===== src/rtl/core/ifis_pkg.sv =====
// ifis_pkg: shared types, codes and constants of the flash image sequencer.
// No dependencies; imported by every module of the core.
`timescale 1ns / 1ps
`default_nettype none

package ifis_pkg;

    localparam int BYTE_W   = 8;
    localparam int WORD_W   = 16;
    localparam int CFG_IDX_W = 3;

    // command queue between parser and emitter
    localparam int QDEPTH  = 2;
    localparam int QPTR_W  = $clog2(QDEPTH);
    localparam int QCNT_W  = $clog2(QDEPTH + 1);

    // register indexes of the configuration port
    localparam logic [CFG_IDX_W-1:0] REG_VERIFY_MODE  = 3'd0;
    localparam logic [CFG_IDX_W-1:0] REG_PAGE_MASK    = 3'd1;
    localparam logic [CFG_IDX_W-1:0] REG_LOAD_OPCODE  = 3'd2;
    localparam logic [CFG_IDX_W-1:0] REG_READ_OPCODE  = 3'd3;
    localparam logic [CFG_IDX_W-1:0] REG_PW_OPCODE    = 3'd4;
    localparam logic [CFG_IDX_W-1:0] REG_HI_SEL_MASK  = 3'd5;

    // reset values of the configuration registers
    localparam logic [WORD_W-1:0] RST_PAGE_MASK   = 16'd63;
    localparam logic [BYTE_W-1:0] RST_LOAD_OPCODE = 8'd64;
    localparam logic [BYTE_W-1:0] RST_READ_OPCODE = 8'd32;
    localparam logic [BYTE_W-1:0] RST_PW_OPCODE   = 8'd76;
    localparam logic [BYTE_W-1:0] RST_HI_SEL_MASK = 8'd8;

    typedef enum logic [1:0] {
        KIND_LOAD       = 2'd0,
        KIND_PAGE_WRITE = 2'd1,
        KIND_READ       = 2'd2,
        KIND_END        = 2'd3
    } t_kind;

    typedef enum logic [2:0] {
        PH_CNT_LO = 3'd0,
        PH_CNT_HI = 3'd1,
        PH_ADR_LO = 3'd2,
        PH_ADR_HI = 3'd3,
        PH_DATA   = 3'd4
    } t_phase;

    typedef struct packed {
        logic              verify_mode;
        logic [WORD_W-1:0] page_mask;
        logic [BYTE_W-1:0] load_opcode;
        logic [BYTE_W-1:0] read_opcode;
        logic [BYTE_W-1:0] pw_opcode;
        logic [BYTE_W-1:0] hi_sel_mask;
    } t_cfg;

    typedef struct packed {
        t_kind             kind;
        logic [BYTE_W-1:0] command_byte;
        logic [WORD_W-1:0] word_address;
        logic [BYTE_W-1:0] payload_byte;
        logic              poll_after;
        logic              last;
    } t_result;

    // everything one image byte produces
    typedef struct packed {
        t_result first;
        t_result second;
        logic    has_second;
    } t_qentry;

endpackage

`default_nettype wire


===== src/rtl/core/ifis_front.sv =====
// ifis_front: image byte parser; classifies bytes and builds command entries.
// Depends on ifis_pkg.
`timescale 1ns / 1ps
`default_nettype none

module ifis_front
    import ifis_pkg::*;
(
    input  wire logic              i_clk,
    input  wire logic              i_rst_n,
    input  wire t_cfg              i_cfg,
    input  wire logic              i_in_valid,
    output logic                   o_in_ready,
    input  wire logic [BYTE_W-1:0] i_image_byte,
    input  wire logic              i_q_full,
    output logic                   o_push,
    output t_qentry                o_entry
);

    t_phase            r_phase, n_phase;
    logic [WORD_W-1:0] r_words, n_words;
    logic [WORD_W-1:0] r_addr, n_addr;
    logic [BYTE_W-1:0] r_held, n_held;
    logic              r_hi, n_hi;

    logic              accept;
    logic              has_out;
    logic [WORD_W-1:0] cnt;
    logic [WORD_W-1:0] addr_inc;
    logic [BYTE_W-1:0] sel;
    logic              full_pg;
    logic              part_pg;

    assign o_in_ready = !i_q_full;
    assign accept     = i_in_valid && o_in_ready;
    assign o_push     = accept && has_out;

    assign cnt      = {i_image_byte, r_words[BYTE_W-1:0]};
    assign addr_inc = r_addr + 16'd1;
    assign sel      = r_hi ? i_cfg.hi_sel_mask : '0;
    assign full_pg  = !i_cfg.verify_mode && r_hi
                      && ((r_addr & i_cfg.page_mask) == i_cfg.page_mask);
    assign part_pg  = !i_cfg.verify_mode && !full_pg && (r_words == 16'd1)
                      && ((addr_inc & i_cfg.page_mask) != '0);

    always_comb begin
        n_phase = r_phase;
        n_words = r_words;
        n_addr  = r_addr;
        n_held  = r_held;
        n_hi    = r_hi;
        has_out = 1'b0;
        o_entry = '0;
        unique case (r_phase)
            PH_CNT_HI: begin
                n_words = cnt;
                if (cnt == '0) begin
                    has_out             = 1'b1;
                    o_entry.first.kind  = KIND_END;
                    o_entry.first.last  = 1'b1;
                    n_phase             = PH_CNT_LO;
                end else begin
                    n_phase = PH_ADR_LO;
                end
            end
            PH_ADR_LO: begin
                n_held  = i_image_byte;
                n_phase = PH_ADR_HI;
            end
            PH_ADR_HI: begin
                n_addr  = {i_image_byte, r_held};
                n_hi    = 1'b0;
                n_phase = PH_DATA;
            end
            PH_DATA: begin
                has_out                    = 1'b1;
                o_entry.first.word_address = r_addr;
                o_entry.first.payload_byte = i_image_byte;
                if (i_cfg.verify_mode) begin
                    o_entry.first.kind         = KIND_READ;
                    o_entry.first.command_byte = i_cfg.read_opcode ^ sel;
                end else begin
                    o_entry.first.kind         = KIND_LOAD;
                    o_entry.first.command_byte = i_cfg.load_opcode ^ sel;
                end
                o_entry.second.kind         = KIND_PAGE_WRITE;
                o_entry.second.command_byte = i_cfg.pw_opcode;
                // full page writes at the word just loaded, partial at the next one
                o_entry.second.word_address = full_pg ? r_addr : addr_inc;
                o_entry.second.poll_after   = 1'b1;
                o_entry.second.last         = 1'b1;
                if (r_hi) begin
                    n_hi               = 1'b0;
                    n_addr             = addr_inc;
                    n_words            = r_words - 16'd1;
                    o_entry.has_second = full_pg || part_pg;
                    if (r_words == 16'd1) begin
                        n_phase = PH_CNT_LO;
                    end
                end else begin
                    n_hi = 1'b1;
                end
                o_entry.first.last = !o_entry.has_second;
            end
            default: begin
                // count low byte, also any stray phase code
                n_words = {{(WORD_W-BYTE_W){1'b0}}, i_image_byte};
                n_phase = PH_CNT_HI;
            end
        endcase
    end

    always_ff @(posedge i_clk) begin
        if (!i_rst_n) begin
            r_phase <= PH_CNT_LO;
            r_words <= '0;
            r_addr  <= '0;
            r_held  <= '0;
            r_hi    <= 1'b0;
        end else if (accept) begin
            r_phase <= n_phase;
            r_words <= n_words;
            r_addr  <= n_addr;
            r_held  <= n_held;
            r_hi    <= n_hi;
        end
    end

endmodule

`default_nettype wire


===== src/rtl/core/ifis_queue.sv =====
// ifis_queue: short flop-based FIFO of command entries between parser and emitter.
// Depends on ifis_pkg.
`timescale 1ns / 1ps
`default_nettype none

module ifis_queue
    import ifis_pkg::*;
(
    input  wire logic    i_clk,
    input  wire logic    i_rst_n,
    input  wire logic    i_push,
    input  wire t_qentry i_entry,
    input  wire logic    i_pop,
    output t_qentry      o_entry,
    output logic         o_full,
    output logic         o_empty
);

    t_qentry             r_mem [QDEPTH];
    logic [QPTR_W-1:0]   r_wr_ptr;
    logic [QPTR_W-1:0]   r_rd_ptr;
    logic [QCNT_W-1:0]   r_count;

    assign o_full  = (r_count == QCNT_W'(QDEPTH));
    assign o_empty = (r_count == '0);
    assign o_entry = r_mem[r_rd_ptr];

    always_ff @(posedge i_clk) begin
        if (i_push) begin
            r_mem[r_wr_ptr] <= i_entry;
        end
    end

    always_ff @(posedge i_clk) begin
        if (!i_rst_n) begin
            r_wr_ptr <= '0;
            r_rd_ptr <= '0;
            r_count  <= '0;
        end else begin
            if (i_push) begin
                r_wr_ptr <= r_wr_ptr + 1'b1;
            end
            if (i_pop) begin
                r_rd_ptr <= r_rd_ptr + 1'b1;
            end
            unique case ({i_push, i_pop})
                2'b10:   r_count <= r_count + 1'b1;
                2'b01:   r_count <= r_count - 1'b1;
                default: r_count <= r_count;
            endcase
        end
    end

    a_count_bound: assert property (@(posedge i_clk) disable iff (!i_rst_n)
        r_count <= QCNT_W'(QDEPTH))
        else $error("ifis_queue: count above depth");

    a_no_pop_empty: assert property (@(posedge i_clk) disable iff (!i_rst_n)
        i_pop |-> !o_empty)
        else $error("ifis_queue: pop from empty queue");

    a_push_grows: assert property (@(posedge i_clk) disable iff (!i_rst_n)
        (i_push && !i_pop) |=> (r_count == $past(r_count) + 1'b1))
        else $error("ifis_queue: push lost");

endmodule

`default_nettype wire


===== src/rtl/core/ifis_back.sv =====
// ifis_back: emitter; pops command entries and issues one result per cycle while the receiver does not stall.
// Depends on ifis_pkg.
`timescale 1ns / 1ps
`default_nettype none

module ifis_back
    import ifis_pkg::*;
(
    input  wire logic    i_clk,
    input  wire logic    i_rst_n,
    input  wire t_qentry i_entry,
    input  wire logic    i_q_empty,
    output logic         o_pop,
    output logic         o_out_valid,
    input  wire logic    i_out_ready,
    output t_result      o_result
);

    logic    r_out_valid;
    logic    r_pend;
    t_result r_out;
    t_result r_second;
    logic    load;

    assign load        = !r_out_valid || i_out_ready;
    assign o_pop       = load && !r_pend && !i_q_empty;
    assign o_out_valid = r_out_valid;
    assign o_result    = r_out;

    always_ff @(posedge i_clk) begin
        if (!i_rst_n) begin
            r_out_valid <= 1'b0;
            r_pend      <= 1'b0;
        end else if (load) begin
            if (r_pend) begin
                r_out_valid <= 1'b1;
                r_pend      <= 1'b0;
            end else begin
                r_out_valid <= !i_q_empty;
                r_pend      <= !i_q_empty && i_entry.has_second;
            end
        end
    end

    always_ff @(posedge i_clk) begin
        if (load) begin
            if (r_pend) begin
                r_out <= r_second;
            end else if (!i_q_empty) begin
                r_out    <= i_entry.first;
                r_second <= i_entry.second;
            end
        end
    end

endmodule

`default_nettype wire


===== src/rtl/core/isp_flash_image_sequencer_core.sv =====
// Flash image sequencer for serial page programming, top level.
// Input channel: one image byte per transaction (valid/ready). Output channel:
// one 36-bit command descriptor per transaction (kind, command byte, word
// address, payload byte, poll flag, last marker).
// Configuration: plain write port, i_cfg_we with index and data; write only
// while the block is idle.
// Path: the parser pushes the entry of an accepted byte into the command
// queue, and the emitter then loads it into the output register.
// Throughput: one byte per cycle while the receiver does not stall, when each
// byte gives at most one result; a byte that also triggers a page write gives
// two results, since the emitter issues one result per cycle. Address bytes
// and a nonzero count give no result; a zero count gives an end result.
// When the receiver stalls the output register holds, the two-entry command
// queue fills and then o_in_ready drops; nothing is lost.
// Reset (synchronous, active low) restores the register defaults, empties
// the queue and output register, and restarts parsing at a count low byte.
`timescale 1ns / 1ps
`default_nettype none

module isp_flash_image_sequencer_core
    import ifis_pkg::*;
(
    input  wire logic                 i_clk,
    input  wire logic                 i_rst_n,
    input  wire logic                 i_cfg_we,
    input  wire logic [CFG_IDX_W-1:0] i_cfg_idx,
    input  wire logic [WORD_W-1:0]    i_cfg_data,
    input  wire logic                 i_in_valid,
    output logic                      o_in_ready,
    input  wire logic [BYTE_W-1:0]    i_image_byte,
    output logic                      o_out_valid,
    input  wire logic                 i_out_ready,
    output logic [1:0]                o_kind,
    output logic [BYTE_W-1:0]         o_command_byte,
    output logic [WORD_W-1:0]         o_word_address,
    output logic [BYTE_W-1:0]         o_payload_byte,
    output logic                      o_poll_after,
    output logic                      o_last
);

    t_cfg    r_cfg;
    logic    q_push;
    logic    q_pop;
    logic    q_full;
    logic    q_empty;
    t_qentry q_wr_entry;
    t_qentry q_rd_entry;
    t_result result;

    always_ff @(posedge i_clk) begin
        if (!i_rst_n) begin
            r_cfg.verify_mode <= 1'b0;
            r_cfg.page_mask   <= RST_PAGE_MASK;
            r_cfg.load_opcode <= RST_LOAD_OPCODE;
            r_cfg.read_opcode <= RST_READ_OPCODE;
            r_cfg.pw_opcode   <= RST_PW_OPCODE;
            r_cfg.hi_sel_mask <= RST_HI_SEL_MASK;
        end else if (i_cfg_we) begin
            unique case (i_cfg_idx)
                REG_VERIFY_MODE: r_cfg.verify_mode <= i_cfg_data[0];
                REG_PAGE_MASK:   r_cfg.page_mask   <= i_cfg_data;
                REG_LOAD_OPCODE: r_cfg.load_opcode <= i_cfg_data[BYTE_W-1:0];
                REG_READ_OPCODE: r_cfg.read_opcode <= i_cfg_data[BYTE_W-1:0];
                REG_PW_OPCODE:   r_cfg.pw_opcode   <= i_cfg_data[BYTE_W-1:0];
                REG_HI_SEL_MASK: r_cfg.hi_sel_mask <= i_cfg_data[BYTE_W-1:0];
                default: ;
            endcase
        end
    end

    ifis_front u_front (
        .i_clk        (i_clk),
        .i_rst_n      (i_rst_n),
        .i_cfg        (r_cfg),
        .i_in_valid   (i_in_valid),
        .o_in_ready   (o_in_ready),
        .i_image_byte (i_image_byte),
        .i_q_full     (q_full),
        .o_push       (q_push),
        .o_entry      (q_wr_entry)
    );

    ifis_queue u_queue (
        .i_clk   (i_clk),
        .i_rst_n (i_rst_n),
        .i_push  (q_push),
        .i_entry (q_wr_entry),
        .i_pop   (q_pop),
        .o_entry (q_rd_entry),
        .o_full  (q_full),
        .o_empty (q_empty)
    );

    ifis_back u_back (
        .i_clk       (i_clk),
        .i_rst_n     (i_rst_n),
        .i_entry     (q_rd_entry),
        .i_q_empty   (q_empty),
        .o_pop       (q_pop),
        .o_out_valid (o_out_valid),
        .i_out_ready (i_out_ready),
        .o_result    (result)
    );

    assign o_kind         = result.kind;
    assign o_command_byte = result.command_byte;
    assign o_word_address = result.word_address;
    assign o_payload_byte = result.payload_byte;
    assign o_poll_after   = result.poll_after;
    assign o_last         = result.last;

endmodule

`default_nettype wire


===== config.mk =====
export PLATFORM = sky130hd
export DESIGN_NAME = isp_flash_image_sequencer_core
export DESIGN_NICKNAME = d
export VERILOG_FILES = /design/src/rtl/core/ifis_pkg.sv /design/src/rtl/core/ifis_front.sv /design/src/rtl/core/ifis_queue.sv /design/src/rtl/core/ifis_back.sv /design/src/rtl/core/isp_flash_image_sequencer_core.sv
export SDC_FILE = /design/constraint.sdc
export NUM_CORES = 1
export LEC_CHECK = 0
export BUFFER_PORTS_ARGS = -buffer_cell sky130_fd_sc_hd__buf_2
export CORE_ASPECT_RATIO = 1.75
export CORE_MARGIN = 2
export CORE_UTILIZATION = 40
export CTS_BUF_LIST = sky130_fd_sc_hd__clkbuf_8
export DETAILED_ROUTE_END_ITERATION = 8
export GPL_ROUTABILITY_DRIVEN = 0
export GPL_TIMING_DRIVEN = 0
export SYNTH_ARGS = -nofsm -noshare
export SYNTH_HDL_FRONTEND = slang
export SYNTH_SLANG_ARGS = --single-unit

===== constraint.sdc =====
create_clock -name i_clk -period 10.98 [get_ports i_clk]
set_input_delay 1.647 -clock i_clk [delete_from_list [all_inputs] [get_ports i_clk]]
set_output_delay 1.647 -clock i_clk [all_outputs]
set_load 0.01 [all_outputs]

==> results of run 1 <==
-- per-stage QoR --
step | cells | hold slack (ns) | instance area [sq um]
floorplan | 1124 | 0.4317 | 12380
global placement | 1583 | 0.4409 | 13210
detailed placement | 1590 | 0.4473 | 13380
CTS | 1664 | 0.4565 | 14140
global route | 1664 | 0.4766 | 14140
finish | 1665 | 0.4549 | 14150
-- registers in the layout (all words and copies together) (netlist names), named ones only --
name,flops
r_cfg,49
u_front.r_phase,3
u_queue.r_rd_ptr,1
u_queue.r_mem,122
u_front.r_words,16
u_queue.r_wr_ptr,1
u_back.o_out_valid,1
u_front.r_held,8
u_back.o_result,36
u_front.r_hi,1
u_back.r_pend,1
u_queue.r_count,2
u_front.r_addr,16
u_back.r_second,25
-- power by group through the flow --
stage	registers, W	logic [W]	clock network (W)
final	0.00125	0.000360	0.000792
after global routing	0.00126	0.000399	0.000856
after CTS	0.00125	0.000368	0.000811
after detailed placement	0.00128	0.000367	0
after global placement	0.00128	0.000342	0
after floorplan	0.00129	0.000217	0
-- worst reg2reg max path: stages, from the launching register on --
cell,delay (ns)
dfxtp_1,0.35
inv_1,0.11
ha_1,0.20
or3b_1,0.50
or3_4,0.43
nor3_4,0.36
o21ai_2,0.22
nor2_4,0.39
buf_12,0.27
-- metal layers --
layer / routed length, um / vias up / GRT usage [%]
met2: 16590 / 252 / 35.40
met5: 0 / - / 0
met3: 1383 / 90 / 2.826
li1: - / 4253 / -
met1: 11950 / 4206 / 22.28
met4: 1481 / 0 / 9.778
-- cell usage in the layout (no fill, tap or decap), types with 8 or more instances in the layout --
master / Yosys / layout
nand4_1: 8 / 8
o21ai_0: 51 / 51
edfxtp_1: 183 / 183
nor3_1: 25 / 24
a22oi_1: 15 / 15
nand3_1: 26 / 26
nor2_1: 93 / 90
buf_2: 21 / 89
clkbuf_8: 0 / 47
nand2b_1: 8 / 8
xnor2_1: 21 / 21
clkinv_2: 1 / 12
a21oi_1: 52 / 52
nand2_1: 187 / 187
clkbuf_1: 40 / 40
inv_1: 12 / 15
dfxtp_1: 100 / 100
clkinv_1: 0 / 12
nor4_1: 8 / 8
a21boi_0: 22 / 22
o21a_1: 18 / 18
o31ai_1: 8 / 8
mux2_2: 26 / 26
mux2i_1: 52 / 52
xor2_1: 8 / 8
and2_1: 35 / 35
nor2b_1: 20 / 20
-- final cells by class --
| type | count | area, sq um | share of cell area (%) |
|---|---|---|---|
| plain buffers | 73 | 334.1 | 2.361 |
| clock inverters | 27 | 118.9 | 0.8402 |
| repair buffers | 75 | 485.5 | 3.432 |
| well taps | 391 | 489.2 | 3.458 |
| flip-flops and latches | 283 | 7497 | 52.99 |
| multi-input cells | 755 | 4523 | 31.97 |
| inverters | 13 | 50.05 | 0.3538 |
| diodes | 1 | 2.502 | 0.01769 |
| clock buffers | 47 | 646.9 | 4.572 |
-- worst paths after layout --
path | from | endpoint | slack, ns
max reg2reg | u_front.r_words[0] | u_queue.r_mem[0][59] | 7.81
min reg2reg | r_cfg[15] | r_cfg[15] | 0.45
min | r_cfg[15] | r_cfg[15] | 0.45
max | i_image_byte[4] | u_queue.r_mem[0][59] | 7.75
-- kinds of logic after synthesis --
| logic type | count (synthesis) |
|---|---|
| AO/OA/AOI/OAI | 202 |
| buffers and inverters | 86 |
| adder cells (fa/ha/maj) | 4 |
| flip-flops | 283 |
| XOR/XNOR | 31 |
| multiplexers | 78 |
| AND/OR/NAND/NOR | 440 |
==> results.txt, run 1 <==
P_sw: 0.0006396 W
Worst Hold Class: register to register
startpoint class of the critical path: primary input
critical path type: primary input to register
final hold violations: 0
post-synth design cell area: 0.01238 sq mm
post-CTS sizing: 0
core area: 0.03063 sq mm
crit end category: register
Max Slew Vio Count: 0
worst slack, placed: 7.174 ns
unrepaired setup endpoints after global routing: no
syn avg cell area: 11.01 sq um
Crit path largest cell delay: 0.39 ns
gr ovfl total: 0
pin count of the biggest net entering global routing: 31
Syn Nets: 1160
post-CTS setup repair buffer count: 0
status: finished clean
CTS Hold Bufs: 0
Pleak: 4.839 nW
part of the power in the clock network: 32.9%
HPWL after DPL: 22.56 mm
Post-Synth Adder-Cell Area: 0.4044%
FMAX: 0.3097 GHz
cell area power density: 170.0 mW/mm^2
drt pass-1 iters: 4
CP bufs+invs: 2
fill cell count: 2902
Hold Crit Depth: 2
DIE HEIGHT: 236.7 um
final wirelength: 31.40 mm
Post-Synth XOR/XNOR Area: 2.315%
sequential share of the synthesized area: 60.57%
combinational share of power: 15.0%
Sink Count: 283
Overall Global Routing Usage: 19.68%
initial antenna violation count: 0
Top delay family on crit path: simple AND/OR/NAND/NOR gates
Layout area overhead: 14.30%
Post-Synth Simple-Gate Area: 16.47%
CP max FO: 30
ys async rst share: 0%
PnR worst setup slack: 7.751 ns
top cells by area, synth: edfxtp_1 44%, dfxtp_1 16%, nand2_1 5.7%
Pint: 0.001765 W
critical path depth in cells: 7
final worst path period share: 29.41%
# rows: 85
Initial Util: 40.41%
peak supply drop: 0.08404 mV
CP cell instances: buf_2, nor4_1, nand2_1, nor3_4, o21ai_2, nor2_4, buf_12
Synth Flop Type: edfxtp_1
die width: 137.0 um
Sequential Power Share: 52.1%
most common cell in the netlist: nand2_1
max_cap viols: 0
via count: 8801
DR vias/cell: 5.286
Worst EP required: 11.23 ns
die area: 0.03242 sq mm
Final Util: 46.19%
IO Pins: 70
mux cell area share after synthesis: 6.571%
Antenna Nets Post-Route: 0
worst reg2reg path depth: 8
IO Port Bufs: 68
top post-synthesis cells by count: 187 x nand2_1, 183 x edfxtp_1, 100 x dfxtp_1
Synth warnings: 0
Compound-Gate Fraction of Synth Area: 10.56%
CTS tree: yes
WP data arrival: 3.48 ns
area leader, netlist: edfxtp_1
Net count, final: 1278
Worst Tran Pin Value: 0.9860 ns
Clk Latency, worst-skew pair: 0.57 ns
CP max-delay cell: nor2_4
htree depth: 2
register bit total from synthesis: 283
clock buffer depth: 3
largest family of logic cells by synthesized area: simple AND/OR/NAND/NOR gates
Post-synth EDFFs: 183
total power: 0.002405 W
drc violations: 0
DR iter-0 viols: 557
share of cells above drive strength 1: 16.10%
Switching Share: 26.60%
Synth top area share: 44.40%
Unique masters post-synth: 65
vias in the first global route: 8577
Clock Skews: 0.02889 ns
first-pass GRT wire length: 48.41 mm
relative slew slack: 33.66%
final setup vio count: 0
Clock transition at path regs: 0.06 ns
Synth Instances: 1124
per-cell routed wire length: 18.86 um
Num CTS Buffers: 41
clock period minus final worst setup slack: 3.229 ns
setup TNS: 0 ns
Root Buffer: clkbuf_8
Note: power is estimated with default switching activity, not from simulation.
==> run 2: changes to the inputs <==
==> constraint.sdc (replaced) <==
create_clock -name i_clk -period 2.86 [get_ports i_clk]
set_input_delay 0.429 -clock i_clk [delete_from_list [all_inputs] [get_ports i_clk]]
set_output_delay 0.429 -clock i_clk [all_outputs]
set_load 0.01 [all_outputs]
==> results.txt, run 2 (synthesis results as in run 1) <==
status: finished, violations left
failing checks: negative setup slack
clock period minus final worst setup slack: 2.944 ns
drc violations: 0
Sequential Power Share: 52.3%
vias in the first global route: 8641
Largest register FFs: 122
Layout area overhead: 14.92%
reg2reg setup slack: -0.08 ns
Clock Skews: 0.02507 ns
WP data arrival: 3.22 ns
IO Port Bufs: 68
htree depth: 2
IO Pins: 70
Worst Hold Class: primary input to register
worst reg2reg path depth: 8
final hold violations: 0
drt pass-1 iters: 5
PnR worst setup slack: -0.08378 ns
crit end category: register
Num CTS Buffers: 39
gr ovfl total: 0
relative slew slack: 36.35%
Final Util: 46.44%
Antenna Nets Post-Route: 0
Initial Util: 40.41%
cell area power density: 647.1 mW/mm^2
critical path type: register to register
largest reg by FF count: u_queue.r_mem
Worst Setup SP: u_front.r_addr[1]
final worst path period share: 102.9%
# rows: 85
first-pass GRT wire length: 48.73 mm
FMAX: 0.3397 GHz
peak supply drop: 0.2398 mV
Clock transition at path regs: 0.07 ns
share of cells above drive strength 1: 16.88%
final wirelength: 31.39 mm
die area: 0.03242 sq mm
Worst EP required: 3.13 ns
combinational share of power: 15.4%
Net count, final: 1283
most frequent cells in the layout: 187 x nand2_1, 183 x edfxtp_1, 97 x dfxtp_1, 90 x nor2_1, 89 x buf_2
commonest non-fill, non-tap cell in the layout: nand2_1
pin count of the biggest net entering global routing: 31
initial antenna violation count: 0
via count: 8851
Sink Count: 283
DIE HEIGHT: 236.7 um
Switching Share: 26.27%
part of the power in the clock network: 32.3%
startpoint class of the critical path: register
DR iter-0 viols: 479
clock buffer depth: 3
Non-Filler Instances: 1666
max_cap viols: 0
CTS tree: yes
end of the critical path: u_queue.r_mem[0][0]
HPWL after DPL: 22.62 mm
Pleak: 4.888 nW
start of the worst register-to-register path: u_front.r_addr[1]
worst slack, placed: -0.2307 ns
Max Slew Vio Count: 0
core area: 0.03063 sq mm
Pint: 0.006786 W
Clk Latency, worst-skew pair: 0.55 ns
dpl cells: 1589
CTS Hold Bufs: 0
Worst Tran Pin Value: 0.9460 ns
per-cell routed wire length: 18.84 um
DR vias/cell: 5.313
Root Buffer: clkbuf_8
CP max FO: 7
R2R Path End: u_queue.r_mem[0][0]
die width: 137.0 um
Overall Global Routing Usage: 19.71%
final setup vio count: 2
P_sw: 0.002418 W
## run 2: cell count changes in the layout (fill, tap and decap cells not counted), moves of 2 or more
cell / delta
buf_12: +2
buf_4: +8
buf_6: -2
clkbuf_8: -3
clkinv_1: -10
clkinv_2: -7
dfxtp_1: -3
dfxtp_2: +3
ha_1: -3
ha_4: +2
inv_1: +10
inv_2: +2
## run 2: per-stage QoR
| step | setup TNS (ns) | power [W] | cell area [sq um] | hold slack [ns] |
|---|---|---|---|---|
| 6_report | -0.1674 | 0.009204 | 14220 | 0.1086 |
| 5_1_grt | -0.2153 | 0.009607 | 14220 | 0.1130 |
| 4_1_cts | 0 | 0.009294 | 14150 | 0.08355 |
| 3_5_place_dp | -12.26 | 0.006329 | 13390 | 0.4481 |
| 3_3_place_gp | -156.75 | 0.006246 | 13250 | 0.4416 |
| 2_1_floorplan | -18.24 | 0.005801 | 12420 | 0.4317 |
## run 2: cell type report
type                    instances  area [sq um]
clock inverters                24         130.1
inverters                      13         50.05
flip-flops and latches        283          7501
plain buffers                  73         334.1
multi-input cells             755          4576
fillers                      2907         16410
diodes                          1         2.502
well taps                     391         489.2
clock buffers                  44         605.6
repair buffers                 82         535.5
## run 2: repair_timing
action | 4_1_cts | 5_1_grt
pin swaps | 3 | 3
resized for setup | 2 | 4
endpoints found under the setup margin | 63 | 3
setup buffers | 3 | 5
cloned | 0 | 0
endpoints found under the hold margin | 0 | 0
## run 2: how the worst min path moves through the flow
stage / end / slack [ns] / start / cells after the start
after global placement: r_cfg[0] / 0.44 / r_cfg[0] / 2
after floorplan: r_cfg[15] / 0.43 / r_cfg[15] / 2
final: r_cfg[41] / 0.11 / i_cfg_data[9] / 3
after CTS: r_cfg[41] / 0.08 / i_cfg_data[9] / 3
after detailed placement: r_cfg[7] / 0.45 / r_cfg[7] / 2
after global routing: r_cfg[43] / 0.11 / i_cfg_data[11] / 3
## run 2: critical path: stages, from the launching register on
cell	delay, ns
dfxtp_1	0.48
ha_2	0.37
and3_1	0.18
clkbuf_1	0.28
nand4_1	0.31
xnor2_1	0.21
a221oi_1	0.36
nand4_1	0.17
o211a_1	0.30
## run 2: power groups by stage
stage / logic (W) / registers (W) / clock network [W]
floorplan: 0.000842 / 0.00496 / 0
CTS: 0.00144 / 0.00481 / 0.00305
global route: 0.00157 / 0.00483 / 0.00320
global placement: 0.00133 / 0.00492 / 0
detailed placement: 0.00143 / 0.00490 / 0
finish: 0.00142 / 0.00481 / 0.00297
## run 2: layer usage
layer | wire [um] | track usage, % | share of wire (%)
met2 | 17200 | 36.79 | 55
met1 | 11360 | 21.80 | 36
met3 | 1513 | 2.655 | 4.8
met5 | 0 | 0 | 0
met4 | 1318 | 8.404 | 4.2
